[config.mk]
export PLATFORM = sky130hd
export DESIGN_NAME = pfl_ram
export DESIGN_NICKNAME = d
export VERILOG_FILES = /design/src/rtl/pfl_ram.sv
export SDC_FILE = /design/constraint.sdc
export NUM_CORES = 1
export LEC_CHECK = 0
export BUFFER_PORTS_ARGS = -buffer_cell sky130_fd_sc_hd__buf_2
export CORE_MARGIN = 3
export CORE_UTILIZATION = 61
export CTS_BUF_LIST = sky130_fd_sc_hd__clkbuf_8
export DETAILED_ROUTE_END_ITERATION = 10
export PLACE_DENSITY = 0.84
export SLEW_MARGIN = 40
export SYNTH_ARGS = -nofsm -noshare
export SYNTH_HDL_FRONTEND = slang
export SYNTH_SLANG_ARGS = --single-unit
export TNS_END_PERCENT = 100
[constraint.sdc]
create_clock -name clk_i -period 5.95 [get_ports clk_i]
set_input_delay 1.19 -clock clk_i [delete_from_list [all_inputs] [get_ports clk_i]]
set_output_delay 1.19 -clock clk_i [all_outputs]
set_load 0.02 [all_outputs]
[src/rtl/pfl_ram.sv]
// Generic single-port RAM with registered read data.
module pfl_ram #(
  parameter int WIDTH = 8,
  parameter int DEPTH = 16
) (
  input  logic                     clk_i,
  input  logic                     we_i,
  input  logic [$clog2(DEPTH)-1:0] addr_i,
  input  logic [WIDTH-1:0]         wdata_i,
  output logic [WIDTH-1:0]         rdata_o
);

  logic [WIDTH-1:0] mem_q [DEPTH];
  logic [WIDTH-1:0] rdata_q;

  always_ff @(posedge clk_i) begin
    if (we_i) begin
      mem_q[addr_i] <= wdata_i;
    end
    rdata_q <= mem_q[addr_i];
  end

  assign rdata_o = rdata_q;

endmodule

==> out/results.txt <==
outcome: finished clean
flops & latches, synth: 136
TritonCTS sink count: 136
largest net degree at the start of global routing: 40
most used cells in the layout excluding fill and tap cells: sky130_fd_sc_hd__edfxtp_1, sky130_fd_sc_hd__mux4_2, sky130_fd_sc_hd__buf_2, sky130_fd_sc_hd__clkbuf_8, sky130_fd_sc_hd__a22oi_1
post-synthesis instance area: 5070 um^2
Core ar.: 7890 um^2
area of the multi-input gates: 1020 um^2
DRC errors left: 0
RSZ-0062 raised after global routing: false
postcts setup bufs: 0
Filler Cell Count: 419
Initial Utilization: 64.2%
endpoint of the worst-slack reg-to-reg timing path: rdata_o[4]
die height: 97.1 um
ratio of cells with drive above 1 in the final layout: 31.8%
launching point of the worst reg2reg path: mem_q[3][4]
# IOs: 22
arrival time worst endpoint: 2.83 ns
area taken by flip-flops and latches: 4000 um^2
final antenna-violating net count: 0
number of max-cap violations: 0
Hold/Removal Path Class: reg -> reg
top cell type's share of synthesized area: 75.9%
vias in the first global route: 2470
CTS clk-pin slew, worst paths: 0.07 ns
number of pins with negative max-slew slack in the final report: 0
startpoint class of the critical path: input pin
wire length of the first global-routing pass: 14600 um
synth top area cells: sky130_fd_sc_hd__edfxtp_1, sky130_fd_sc_hd__mux4_2, sky130_fd_sc_hd__dfxtp_1
die area: 9440 um^2
final HPWL from detailed placement: 5830 um
critical-path maximum fanout: 29
critical path endpoint: rdata_o[0]
total clock buffers created by CTS: 17
first-pass iteration count of the detailed router: 6
setup TNS after final layout: 0 ns
WL per Instance: 25.3 um
cell count of the worst reg-to-reg path: 3
most common library cell in the layout ignoring fill and taps: sky130_fd_sc_hd__edfxtp_1
initial antenna violation count: 0
number of violations reported at the end of detailed-routing iteration 0: 252
worst setup skew after layout: 0.0106 ns
proportion of synthesized chip area in sequential cells: 79.0%
Clock Root Buffer: sky130_fd_sc_hd__clkbuf_8
final critical-path required period: 2.53 ns
utilization after layout: 72.2%
overall global routing resource usage: 22.0%
total via count after detailed routing: 2385
Unique masters post-synth: 18
areal power density over the cells: 346 nW/um^2
number of cells on the worst hold path: 3
maximum buffer depth of the clock tree: 2
kind of critical path: in -> reg
syn avg cell area: 22.0 um^2
number of vias per cell after detailed routing: 6.34
endpoint class of the critical path: flip-flop
area added between synthesis and finish: 12.4%
total overflow reported by the global router: 0
number of hold violations in the final report: 0
number of failing setup endpoints in the final timing report: 0
Max-slew headroom: 45.2%
achievable clock frequency: 0.395 GHz
number of hold buffers added after CTS: 0
actual slew at the worst max-slew pin: 0.818 ns
placer congestion estimate: 0.770
maximum vdd ir drop: 0.000156 V
final-stage net count: 275
number of inserted diodes: 0
Core Rows: 32
horizontal extent of the die: 97.1 um
number of H-tree levels: 4
insertion delay to the later sink of the worst-skew pair: 0.42 ns
overall routed net length: 9500 um
Synthesized Nets: 244
largest area contributor in the netlist: sky130_fd_sc_hd__edfxtp_1
number of standard cells after synthesis: 230
leak pwr: 1.85 nW
fraction of the cycle the final worst path needs: 42.6%
launching element of the worst setup path: addr_i[0]
input/output buffers: 21
internal reg-to-reg setup slack: 4.52 ns
count of cells resized by post-cts repair: 0
TritonCTS clock tree: built
critical path required time: 6.25 ns
Yosys Warn Count: 0
[metal layers]
metal	global-route usage, %	up-vias	share of wire, %
met2	33.6	117	51
met3	6.82	8	8.9
met5	0	-	0
met4	7.88	0	1.3
met1	30.7	1239	39
li1	-	1021	-
[where the power goes]
group / internal, W / switching, W / total (W)
sequential: 0.00107 / 0.00000669 / 0.00108
combinational: 0.0000391 / 0.0000661 / 0.000105
clock: 0.000451 / 0.000339 / 0.000790
[how the worst min path moves through the flow]
stage / start / end / slack, ns
final: mem_q[10][2] / rdata_o[2] / 0.71
after floorplan: mem_q[14][0] / rdata_o[0] / 0.63
after global placement: mem_q[10][6] / rdata_o[6] / 0.67
after global routing: mem_q[2][5] / rdata_o[5] / 0.73
after CTS: mem_q[10][7] / rdata_o[7] / 0.70
after detailed placement: mem_q[10][6] / rdata_o[6] / 0.68
[critical path, stage by stage]
cell,delay [ns]
sky130_fd_sc_hd__buf_4,0.42
sky130_fd_sc_hd__buf_4,0.34
sky130_fd_sc_hd__mux4_2,0.54
sky130_fd_sc_hd__a22oi_1,0.24
sky130_fd_sc_hd__nand2_1,0.09
[metrics by stage]
stage	worst slack, ns	hold slack (ns)	area, um^2	total power, W	std cells
final	3.42	0.707	5700	0.00197	376
after global routing	3.29	0.727	5700	0.00203	376
after CTS	3.39	0.701	5700	0.00198	376
after detailed placement	2.99	0.679	5280	0.00120	344
after global placement	2.66	0.666	5260	0.00120	344
after floorplan	3.27	0.635	5070	0.00116	230
[state kept, by name, summed over array words and instances, names as in the netlist]
register and count:
mem_q 128, rdata_o 8
[cell type report]
type                    instances  share of cell area [%]
clock buffers                  17                    4.11
multi-input cells              83                    17.9
repair buffers                 23                    2.20
flip-flops and latches        136                    70.3
clock inverters                15                    3.27
well taps                     102                    2.24
[cell usage after synthesis]
master                       n
sky130_fd_sc_hd__a22oi_1    16
sky130_fd_sc_hd__and2_1      1
sky130_fd_sc_hd__buf_1       4
sky130_fd_sc_hd__buf_2       2
sky130_fd_sc_hd__buf_6       2
sky130_fd_sc_hd__clkbuf_1    2
sky130_fd_sc_hd__clkbuf_2    1
sky130_fd_sc_hd__dfxtp_1     8
sky130_fd_sc_hd__edfxtp_1  128
sky130_fd_sc_hd__mux4_2     32
sky130_fd_sc_hd__nand2_1     9
sky130_fd_sc_hd__nand2b_1    2
sky130_fd_sc_hd__nand3_1     1
sky130_fd_sc_hd__nand3b_1    2
sky130_fd_sc_hd__nor2_1     13
sky130_fd_sc_hd__nor2b_1     2
sky130_fd_sc_hd__nor3_1      4
sky130_fd_sc_hd__or3b_2      1
[cells by family (layout without fill, tap and decap cells)]
family,count (synthesis),after routing,synth area share [%]
AO/OA/AOI/OAI,16,16,2.37
buffers and inverters,11,55,1.19
flip-flops,136,136,79.0
multiplexers,32,32,14.2
AND/OR/NAND/NOR,35,35,3.21
Power figures use the tool's default switching activity.
