### src/rtl/pfl_pkg.sv
// Shared constants, types and codes for the page free-list allocator.
package pfl_pkg;

  localparam int PAGE_W      = 10;
  localparam int COUNT_W     = 11;
  localparam int CHK_W       = COUNT_W + 1;
  localparam int MAX_PAGES   = 1024;
  localparam int GROW_PAGES  = 10;
  localparam int LINK_AW     = $clog2(MAX_PAGES);
  localparam int GROW_CW     = $clog2(GROW_PAGES + 1);
  localparam int IN_TDATA_W  = 16;
  localparam int OUT_TDATA_W = 16;
  localparam int STATUS_W    = 2;

  localparam logic CMD_ALLOC = 1'b0;
  localparam logic CMD_FREE  = 1'b1;

  typedef enum logic [STATUS_W-1:0] {
    ST_OK    = 2'd0,
    ST_FULL  = 2'd1,
    ST_HEAD  = 2'd2,
    ST_RANGE = 2'd3
  } status_e;

  typedef enum logic [2:0] {
    S_IDLE,
    S_DECODE,
    S_GROW,
    S_READ,
    S_POP,
    S_DONE
  } state_e;

  typedef enum logic [1:0] {
    ADDR_HEAD,
    ADDR_PAGE,
    ADDR_GROW
  } addr_sel_e;

  // datapath conditions seen by the sequencer
  typedef struct packed {
    logic cmd_free;
    logic head_zero;
    logic full;
    logic out_of_range;
    logic is_head;
    logic grow_last;
    logic out_free;
  } flags_t;

  // sequencer controls for the datapath
  typedef struct packed {
    logic      accept;
    addr_sel_e addr_sel;
    logic      ram_we;
    logic      wdata_grow;
    logic      grow_start;
    logic      grow_step;
    logic      grow_commit;
    logic      head_from_ram;
    logic      head_from_page;
    logic      res_load;
    logic      res_page_head;
    status_e   res_status;
    logic      out_load;
  } ctrl_t;

endpackage

### src/rtl/pfl_seq.sv
// Sequencer: steps one request through decode, chunk growth, link read and result.
module pfl_seq (
  input  logic            clk_i,
  input  logic            rst_ni,
  input  logic            in_valid_i,
  input  pfl_pkg::flags_t flags_i,
  output logic            in_ready_o,
  output pfl_pkg::ctrl_t  ctrl_o
);
  import pfl_pkg::*;

  state_e state_q, state_d;

  always_ff @(posedge clk_i or negedge rst_ni) begin
    if (!rst_ni) begin
      state_q <= S_IDLE;
    end else begin
      state_q <= state_d;
    end
  end

  // next state
  always_comb begin
    state_d = state_q;
    case (state_q)
      S_IDLE: begin
        if (in_valid_i) state_d = S_DECODE;
      end
      S_DECODE: begin
        if (!flags_i.cmd_free && !flags_i.head_zero) begin
          state_d = S_POP;
        end else if (!flags_i.cmd_free && !flags_i.full) begin
          state_d = S_GROW;
        end else begin
          state_d = S_DONE;
        end
      end
      S_GROW: begin
        if (flags_i.grow_last) state_d = S_READ;
      end
      S_READ:  state_d = S_POP;
      S_POP:   state_d = S_DONE;
      S_DONE: begin
        if (flags_i.out_free) state_d = S_IDLE;
      end
      default: state_d = S_IDLE;
    endcase
  end

  // outputs
  always_comb begin
    in_ready_o           = 1'b0;
    ctrl_o               = '0;
    ctrl_o.addr_sel      = ADDR_HEAD;
    ctrl_o.res_status    = ST_OK;
    case (state_q)
      S_IDLE: begin
        in_ready_o    = 1'b1;
        ctrl_o.accept = in_valid_i;
      end
      S_DECODE: begin
        if (!flags_i.cmd_free) begin
          if (flags_i.head_zero) begin
            if (flags_i.full) begin
              ctrl_o.res_load   = 1'b1;
              ctrl_o.res_status = ST_FULL;
            end else begin
              ctrl_o.grow_start = 1'b1;
            end
          end
          // non-empty list: address already on head, read lands next cycle
        end else begin
          ctrl_o.res_load = 1'b1;
          if (flags_i.out_of_range) begin
            ctrl_o.res_status = ST_RANGE;
          end else if (flags_i.is_head) begin
            ctrl_o.res_status = ST_HEAD;
          end else begin
            ctrl_o.addr_sel       = ADDR_PAGE;
            ctrl_o.ram_we         = 1'b1;
            ctrl_o.head_from_page = 1'b1;
          end
        end
      end
      S_GROW: begin
        ctrl_o.addr_sel    = ADDR_GROW;
        ctrl_o.ram_we      = 1'b1;
        ctrl_o.wdata_grow  = 1'b1;
        ctrl_o.grow_step   = 1'b1;
        ctrl_o.grow_commit = flags_i.grow_last;
      end
      S_READ: begin
        ctrl_o.addr_sel = ADDR_HEAD;
      end
      S_POP: begin
        ctrl_o.head_from_ram = 1'b1;
        ctrl_o.res_load      = 1'b1;
        ctrl_o.res_page_head = 1'b1;
      end
      S_DONE: begin
        ctrl_o.out_load = flags_i.out_free;
      end
      default: ;
    endcase
  end

endmodule

### config.mk
export PLATFORM = sky130hd
export DESIGN_NAME = pfl_seq
export DESIGN_NICKNAME = d
export VERILOG_FILES = /design/src/rtl/pfl_pkg.sv /design/src/rtl/pfl_seq.sv
export SDC_FILE = /design/constraint.sdc
export NUM_CORES = 1
export LEC_CHECK = 0
export BUFFER_PORTS_ARGS = -buffer_cell sky130_fd_sc_hd__buf_2
export CORE_AREA = 2 2 39 41
export CTS_BUF_LIST = sky130_fd_sc_hd__clkbuf_16
export DETAILED_ROUTE_END_ITERATION = 12
export DIE_AREA = 0 0 41 43
export PLACE_DENSITY = 0.67
export SYNTH_ARGS = -nofsm -noshare
export SYNTH_HDL_FRONTEND = slang
export SYNTH_SLANG_ARGS = --single-unit
### constraint.sdc
create_clock -name clk_i -period 2.1 [get_ports clk_i]
set_input_delay 0 -clock clk_i [delete_from_list [all_inputs] [get_ports clk_i]]
set_output_delay 0 -clock clk_i [all_outputs]
set_load 0.05 [all_outputs]
==> results of run 1 <==
area by class of cell:
cell class	instances	area [sq um]
Multi-Input combinational cell	36	223
Clock inverter	1	3.75
Timing Repair Buffer	26	135
Tap cell	16	20.0
Inverter	2	7.51
Clock buffer	3	75.1
Fill cell	150	845
Sequential cell	3	75.1
worst max path at each step:
stage / cells past startpoint / endpoint / slack, ps / start
2_1_floorplan: 4 / ctrl_o[12] / 270 / state_q[1]$_DFFE_PN0P_
3_3_place_gp: 4 / ctrl_o[5] / 850 / state_q[0]$_DFFE_PN0P_
3_5_place_dp: 4 / ctrl_o[12] / 810 / state_q[0]$_DFFE_PN0P_
4_1_cts: 4 / ctrl_o[12] / 570 / state_q[0]$_DFFE_PN0P_
5_1_grt: 4 / ctrl_o[12] / 470 / state_q[0]$_DFFE_PN0P_
6_report: 4 / ctrl_o[12] / 570 / state_q[0]$_DFFE_PN0P_
cells in the mapped netlist, types with 2 or more instances:
library cell,instances,area [sq um]
nor3_1,3,15.0
nand2_1,5,18.8
inv_1,2,7.51
a31oi_1,2,12.5
nor3b_1,2,15.0
nor3b_2,2,25.0
nand2b_1,2,12.5
nor2_1,7,26.3
buf_4,4,30.0
dfrtp_1,3,75.1
a21oi_1,2,10.0
o21ai_1,2,10.0
metrics by stage:
step,area (sq um),utilization [%],power (mW),cells
after floorplan,340,-,0.573,46
after global placement,450,32.5,0.635,82
after detailed placement,450,32.5,0.642,82
after CTS,539,39.0,0.944,87
after global routing,539,39.0,0.986,87
final,539,39.0,0.935,87
cell families after synthesis:
| kind of cell | share of synthesized area, % |
|---|---|
| AND/OR/NAND/NOR | 47.0 |
| buffers and inverters | 12.9 |
| AO/OA/AOI/OAI | 17.4 |
| flip-flops | 22.7 |
per-layer routing:
layer | track usage (%) | vias to the layer above | part of all wire [%]
li1 | - | 206 | -
met1 | 14.5 | 171 | 44
met2 | 14.7 | 19 | 48
met3 | 4.71 | 0 | 8.2
met4 | 8.00 | 0 | 0
met5 | 0 | - | 0
power breakdown:
group | switching [mW] | internal (mW)
combinational | 0.350 | 0.138
clock | 0.0487 | 0.245
sequential | 0.0731 | 0.0801
total | 0.471 | 0.463
timing repair:
item	CTS	global route
hold buffers	1	0
endpoints found under the hold margin	3	0
setup endpoints to repair	0	0
cells in the final DEF (no fill, tap or decap):
cell	netlist	routed
dfrtp_1	3	3
buf_2	1	25
a21o_2	1	1
a2bb2oi_1	1	1
nor2b_1	1	1
nand2b_1	2	2
nand2_1	5	5
and2_1	1	1
o21ai_1	2	2
clkbuf_16	0	3
nor2_1	7	7
nor3_2	0	1
nor3_1	3	2
a21oi_1	2	2
and3_1	1	1
and2b_1	1	1
nor3b_1	2	1
or3b_1	1	1
a31oi_1	2	2
dlygate4sd3_1	0	1
nor3b_2	2	3
o211ai_1	1	1
inv_1	2	3
nand3b_1	1	1
worst min-delay path: stages:
cell and delay [ps]:
buf_2 70, nand2_1 60, o211ai_1 90
==> results.sh, run 1 <==
export IMPL_slew_headroom_pct=72.3
export IMPL_crit_arrival_ps=1530
export IMPL_crit_chain="nor3b_2, nand2_1, nor3_1, buf_2"
export IMPL_totalWireLength_um=829
export IMPL_grtUsageTotal_pct=11.3
export IMPL_initial_antenna_violation_count=0
export IMPL_dr_pass1_iters=4
export IMPL_synthesis_nets=56
export IMPL_routed_wire_length_per_instance_um=9.53
export IMPL_htree_levels=1
export IMPL_die_area_sq_mm=0.00176
export IMPL_worstPathBufferInverterCount=1
export IMPL_timing_worst_slew_pin_value_ps=416
export IMPL_pin_count_of_the_biggest_net_entering_global_routing=14
export IMPL_setup_total_negative_slack_ps=0
export IMPL_period_share_pct=73.0
export IMPL_finish_net_count=82
export IMPL_critPathCaptureType="output port"
export IMPL_dr_iter_0_viols=4
export IMPL_fin_ws_ps=567
export IMPL_hold_slack_ps=43.5
export IMPL_drt_antenna_violating_nets=0
export IMPL_first_global_vias=328
export IMPL_final_number_of_setup_violating_endpoints=0
export IMPL_drc=0
export IMPL_number_of_i_o_pins=26
export IMPL_postSynth_asyncResetShare_pct=100
export IMPL_cp_top_family="flip-flops"
export IMPL_pre_cts_slack_ps=812
export IMPL_run_status="completed"
export IMPL_rows=14
export IMPL_cp_required_ps=2100
export IMPL_area_growth_syn_to_layout_pct=63.3
export IMPL_regToRegEndpoint="state_q[1]$_DFFE_PN0P_"
export IMPL_largest_register_ffs=3
export IMPL_reg2reg_from="state_q[1]$_DFFE_PN0P_"
export IMPL_p_leak_nw=0.298
export IMPL_path_class="flop to output port"
export IMPL_powerDensity_mw_per_mm2=1730
export IMPL_final_hold_violation_count=0
export IMPL_critical_path_slowest_cell="dfrtp_1"
export IMPL_irDropWorstVdd_uv=520
export IMPL_grt_setup_unrepaired="no"
export IMPL_seq_total_area_yosys_pct=22.7
export IMPL_number_of_synthesized_flops_with_an_enable_pin=0
export IMPL_via_per_inst=4.55
export IMPL_die_w_um=41
export IMPL_min_delay_worst_endpoint="state_q[0]$_DFFE_PN0P_"
export IMPL_timing_reg2reg_setup_slack_ps=960
export IMPL_cap_violations=0
export IMPL_hold_path_startpoint="flags_i[1]"
export IMPL_critical_path_max_stage_delay_ps=530
export IMPL_clock_latency_ps=220
export IMPL_clock_tree_root="clkbuf_16"
export IMPL_cts_resized=0
export IMPL_routed_via_count=396
export IMPL_cts_tree="built"
export IMPL_yosysWarnings=0
export IMPL_final_weighted_congestion_of_routability_driven_global_placement=0.745
export IMPL_grt_first_pass_wirelength_mm=1.32
export IMPL_synth_distinct_cells=22
export IMPL_floorplan_core_area_sq_mm=0.00138
export IMPL_insertedDiodeCount=0
export IMPL_die_h_um=43
export IMPL_yosys_most_used_dff="dfrtp_1"
export IMPL_cts_clk_slew_worst_paths_ps=30
export IMPL_port_buffer_count=25
export IMPL_post_cts_buffers=0
export IMPL_final_max_slew_violation_count=0
export IMPL_worst_hold_path_type="input port to flop"
export IMPL_synth_seq_cells=3
export IMPL_drive_above_1_share_pct=46.5
export IMPL_r2r_cells=3
export IMPL_max_flop_register="state_q"
export IMPL_cts_sinks=3
export IMPL_start_util_pct=23.9
export IMPL_clock_tree_buffer_depth=2
export IMPL_synthCells=46
export IMPL_critical_path_max_fanout=10
export IMPL_post_synth_cell_area_avg_sq_um=7.18
export IMPL_overflow=0
export IMPL_worst_hold_path_num_cells=3
export IMPL_post_route_min_period_ps=1530
export IMPL_hpwlAfterDp_um=625
export IMPL_maxClockFrequency_mhz=653
export IMPL_largest_regs="state_q: 3 flops"
export IMPL_synthesis_area_sq_um=330
export IMPL_cts_inserted_buffers=3
export IMPL_worstSetupStartpointType="flop"
export IMPL_finClkSkew_ps=1.46
Power figures use the tool's default switching activity.
==> run 2, diff against run 1 <==
Settings changed: ABC_AREA set to 1, PLACE_DENSITY 0.67 to 0.72.
Clock period 2.1 ns to 1.4 ns, I/O delays scaled along.
==> results.sh, run 2 <==
export IMPL_irDropWorstVdd_uv=975
export IMPL_die_area_sq_mm=0.00176
export IMPL_path_class="flop to output port"
export IMPL_area_growth_syn_to_layout_pct=72.1
export IMPL_cts_sinks=3
export IMPL_cts_tree="built"
export IMPL_post_layout_nonfiller_instances=103
export IMPL_synthDominantCellAreaShare_pct=20.2
export IMPL_number_of_synthesized_flops_with_an_enable_pin=0
export IMPL_htree_levels=1
export IMPL_critical_path_max_fanout=8
export IMPL_postSynth_asyncResetShare_pct=100
export IMPL_worst_hold_path_type="input port to flop"
export IMPL_synthesis_area_sq_um=372
export IMPL_post_synth_cell_area_avg_sq_um=6.41
export IMPL_synth_top_area_cell="dfrtp_1"
export IMPL_clock_tree_buffer_depth=2
export IMPL_overflow=0
export IMPL_synth_top_cells_by_count="nand2_1 (13), nor2_1 (12), inv_1 (9)"
export IMPL_start_util_pct=26.9
export IMPL_dr_pass1_iters=2
export IMPL_final_number_of_setup_violating_endpoints=0
export IMPL_clock_latency_ps=220
export IMPL_yosysWarnings=0
export IMPL_p_leak_nw=0.377
export IMPL_maxClockFrequency_mhz=754
export IMPL_totalWireLength_um=935
export IMPL_layout_cells_most_common="buf_2"
export IMPL_routed_via_count=438
export IMPL_seq_total_area_yosys_pct=20.2
export IMPL_via_per_inst=4.25
export IMPL_powerDensity_mw_per_mm2=2530
export IMPL_timing_worst_slew_pin_value_ps=252
export IMPL_yosys_cell_count_top_type="nand2_1"
export IMPL_post_route_min_period_ps=1330
export IMPL_finish_net_count=98
export IMPL_final_max_slew_violation_count=0
export IMPL_dr_iter_0_viols=8
export IMPL_critPathCaptureType="output port"
export IMPL_setup_total_negative_slack_ps=0
export IMPL_synth_seq_cells=3
export IMPL_grt_first_pass_wirelength_mm=1.39
export IMPL_clock_tree_root="clkbuf_16"
export IMPL_finClkSkew_ps=0.901
export IMPL_synthCells=58
export IMPL_run_status="completed"
export IMPL_die_h_um=43
export IMPL_slew_headroom_pct=83.3
export IMPL_yosys_most_used_dff="dfrtp_1"
export IMPL_initial_antenna_violation_count=0
export IMPL_drt_antenna_violating_nets=0
export IMPL_cts_clk_slew_worst_paths_ps=30
export IMPL_hold_slack_ps=88.0
export IMPL_synthesis_nets=68
export IMPL_fin_ws_ps=74.3
export IMPL_total_power_mw=1.62
export IMPL_hpwlAfterDp_um=719
export IMPL_pin_count_of_the_biggest_net_entering_global_routing=9
export IMPL_insertedDiodeCount=0
export IMPL_pre_cts_slack_ps=105
export IMPL_die_w_um=41
export IMPL_largest_regs="state_q: 3 flops"
export IMPL_cts_inserted_buffers=3
export IMPL_period_share_pct=94.7
export IMPL_number_of_i_o_pins=26
export IMPL_worstSetupStartpointType="flop"
export IMPL_port_buffer_count=25
export IMPL_crit_arrival_ps=1330
export IMPL_rows=14
export IMPL_postLayoutCoreUtil_pct=46.2
export IMPL_floorplan_core_area_sq_mm=0.00138
export IMPL_synth_distinct_cells=20
export IMPL_routed_wire_length_per_instance_um=9.08
export IMPL_first_global_vias=371
export IMPL_drive_above_1_share_pct=55.2
export IMPL_grtUsageTotal_pct=11.8
export IMPL_placedInstanceArea_sq_um=508
export IMPL_grt_setup_unrepaired="yes"
export IMPL_drc=0
export IMPL_mostFrequentLayoutCells="buf_2 (18), nand2_1 (13), nor2_1 (11)"
export IMPL_cp_required_ps=1400
export IMPL_synth_top_cells_by_area="dfrtp_1 (20%), nand2_1 (13%), nor2_1 (12%), inv_1 (9.1%), buf_6 (9.1%)"
export IMPL_largest_register_ffs=3
export IMPL_post_place_cells=96
export IMPL_finalInstanceArea_sq_um=639
export IMPL_final_hold_violation_count=0
export IMPL_cap_violations=0
export IMPL_max_flop_register="state_q"
export IMPL_final_weighted_congestion_of_routability_driven_global_placement=0.689
-- run 2: cell types whose count changed after synthesis, sizes merged, moves of 2 or more --
cell	previous run	this run
inv	2	12
nor3b	4	0
nand2b	2	0
a31oi	2	0
nand3	0	2
nor2	7	14
a21oi	2	0
nand2	5	14
-- run 2: layout make-up --
type,instances,area [sq um]
Clock inverter,1,3.75
Tap cell,16,20.0
Inverter,12,45.0
Sequential cell,3,77.6
Clock buffer,3,75.1
Fill cell,146,744
Timing Repair Buffer,30,190
Multi-Input combinational cell,38,228
-- run 2: final timing paths --
check | from | to | slack (ps) | cells past startpoint
hold reg to reg | state_q[2]$_DFFE_PN0P_ | state_q[2]$_DFFE_PN0P_ | 650 | 3
min in group asynchronous | rst_ni | state_q[0]$_DFFE_PN0P_ | 100 | 2
hold / removal | flags_i[0] | state_q[2]$_DFFE_PN0P_ | 90 | 4
setup reg to reg | state_q[1]$_DFFE_PN0P_ | state_q[1]$_DFFE_PN0P_ | 270 | 5
setup / recovery | state_q[1]$_DFFE_PN0P_ | ctrl_o[11] | 70 | 5
max in group asynchronous | rst_ni | state_q[1]$_DFFE_PN0P_ | 1180 | 2
-- run 2: logic make-up (layout without fill, tap and decap cells) --
family	count (synthesis)	after routing	synth area share [%]
and+or+nand+nor	34	34	45.8
DFF	3	3	20.2
buffers and inverters	17	46	25.2
AOI/OAI and AO/OA	4	4	8.75
-- run 2: routing by layer --
layer | share of wire (%) | global-route usage [%]
met5 | 0 | 0
met1 | 40 | 14.7
met4 | 0 | 8.00
met2 | 53 | 16.9
met3 | 7.1 | 3.14
-- run 2: critical path, stage by stage, from the launching register on --
cell	delay, ps
dfrtp_2	460
inv_2	80
nor3_4	220
inv_2	90
o21ai_2	70
buf_6	170
-- run 2: what timing repair did --
action,in CTS,in global routing
setup endpoints to repair,10,7
setup buffers,0,2
hold buffers,1,0
pin swaps,0,1
hold endpoints to repair,3,0
gates resized for setup,4,11
-- run 2: where the power goes --
group / switching (mW) / internal, mW
Combinational: 0.703 / 0.278
Sequential: 0.0621 / 0.127
Clock: 0.0794 / 0.368
Total: 0.844 / 0.773
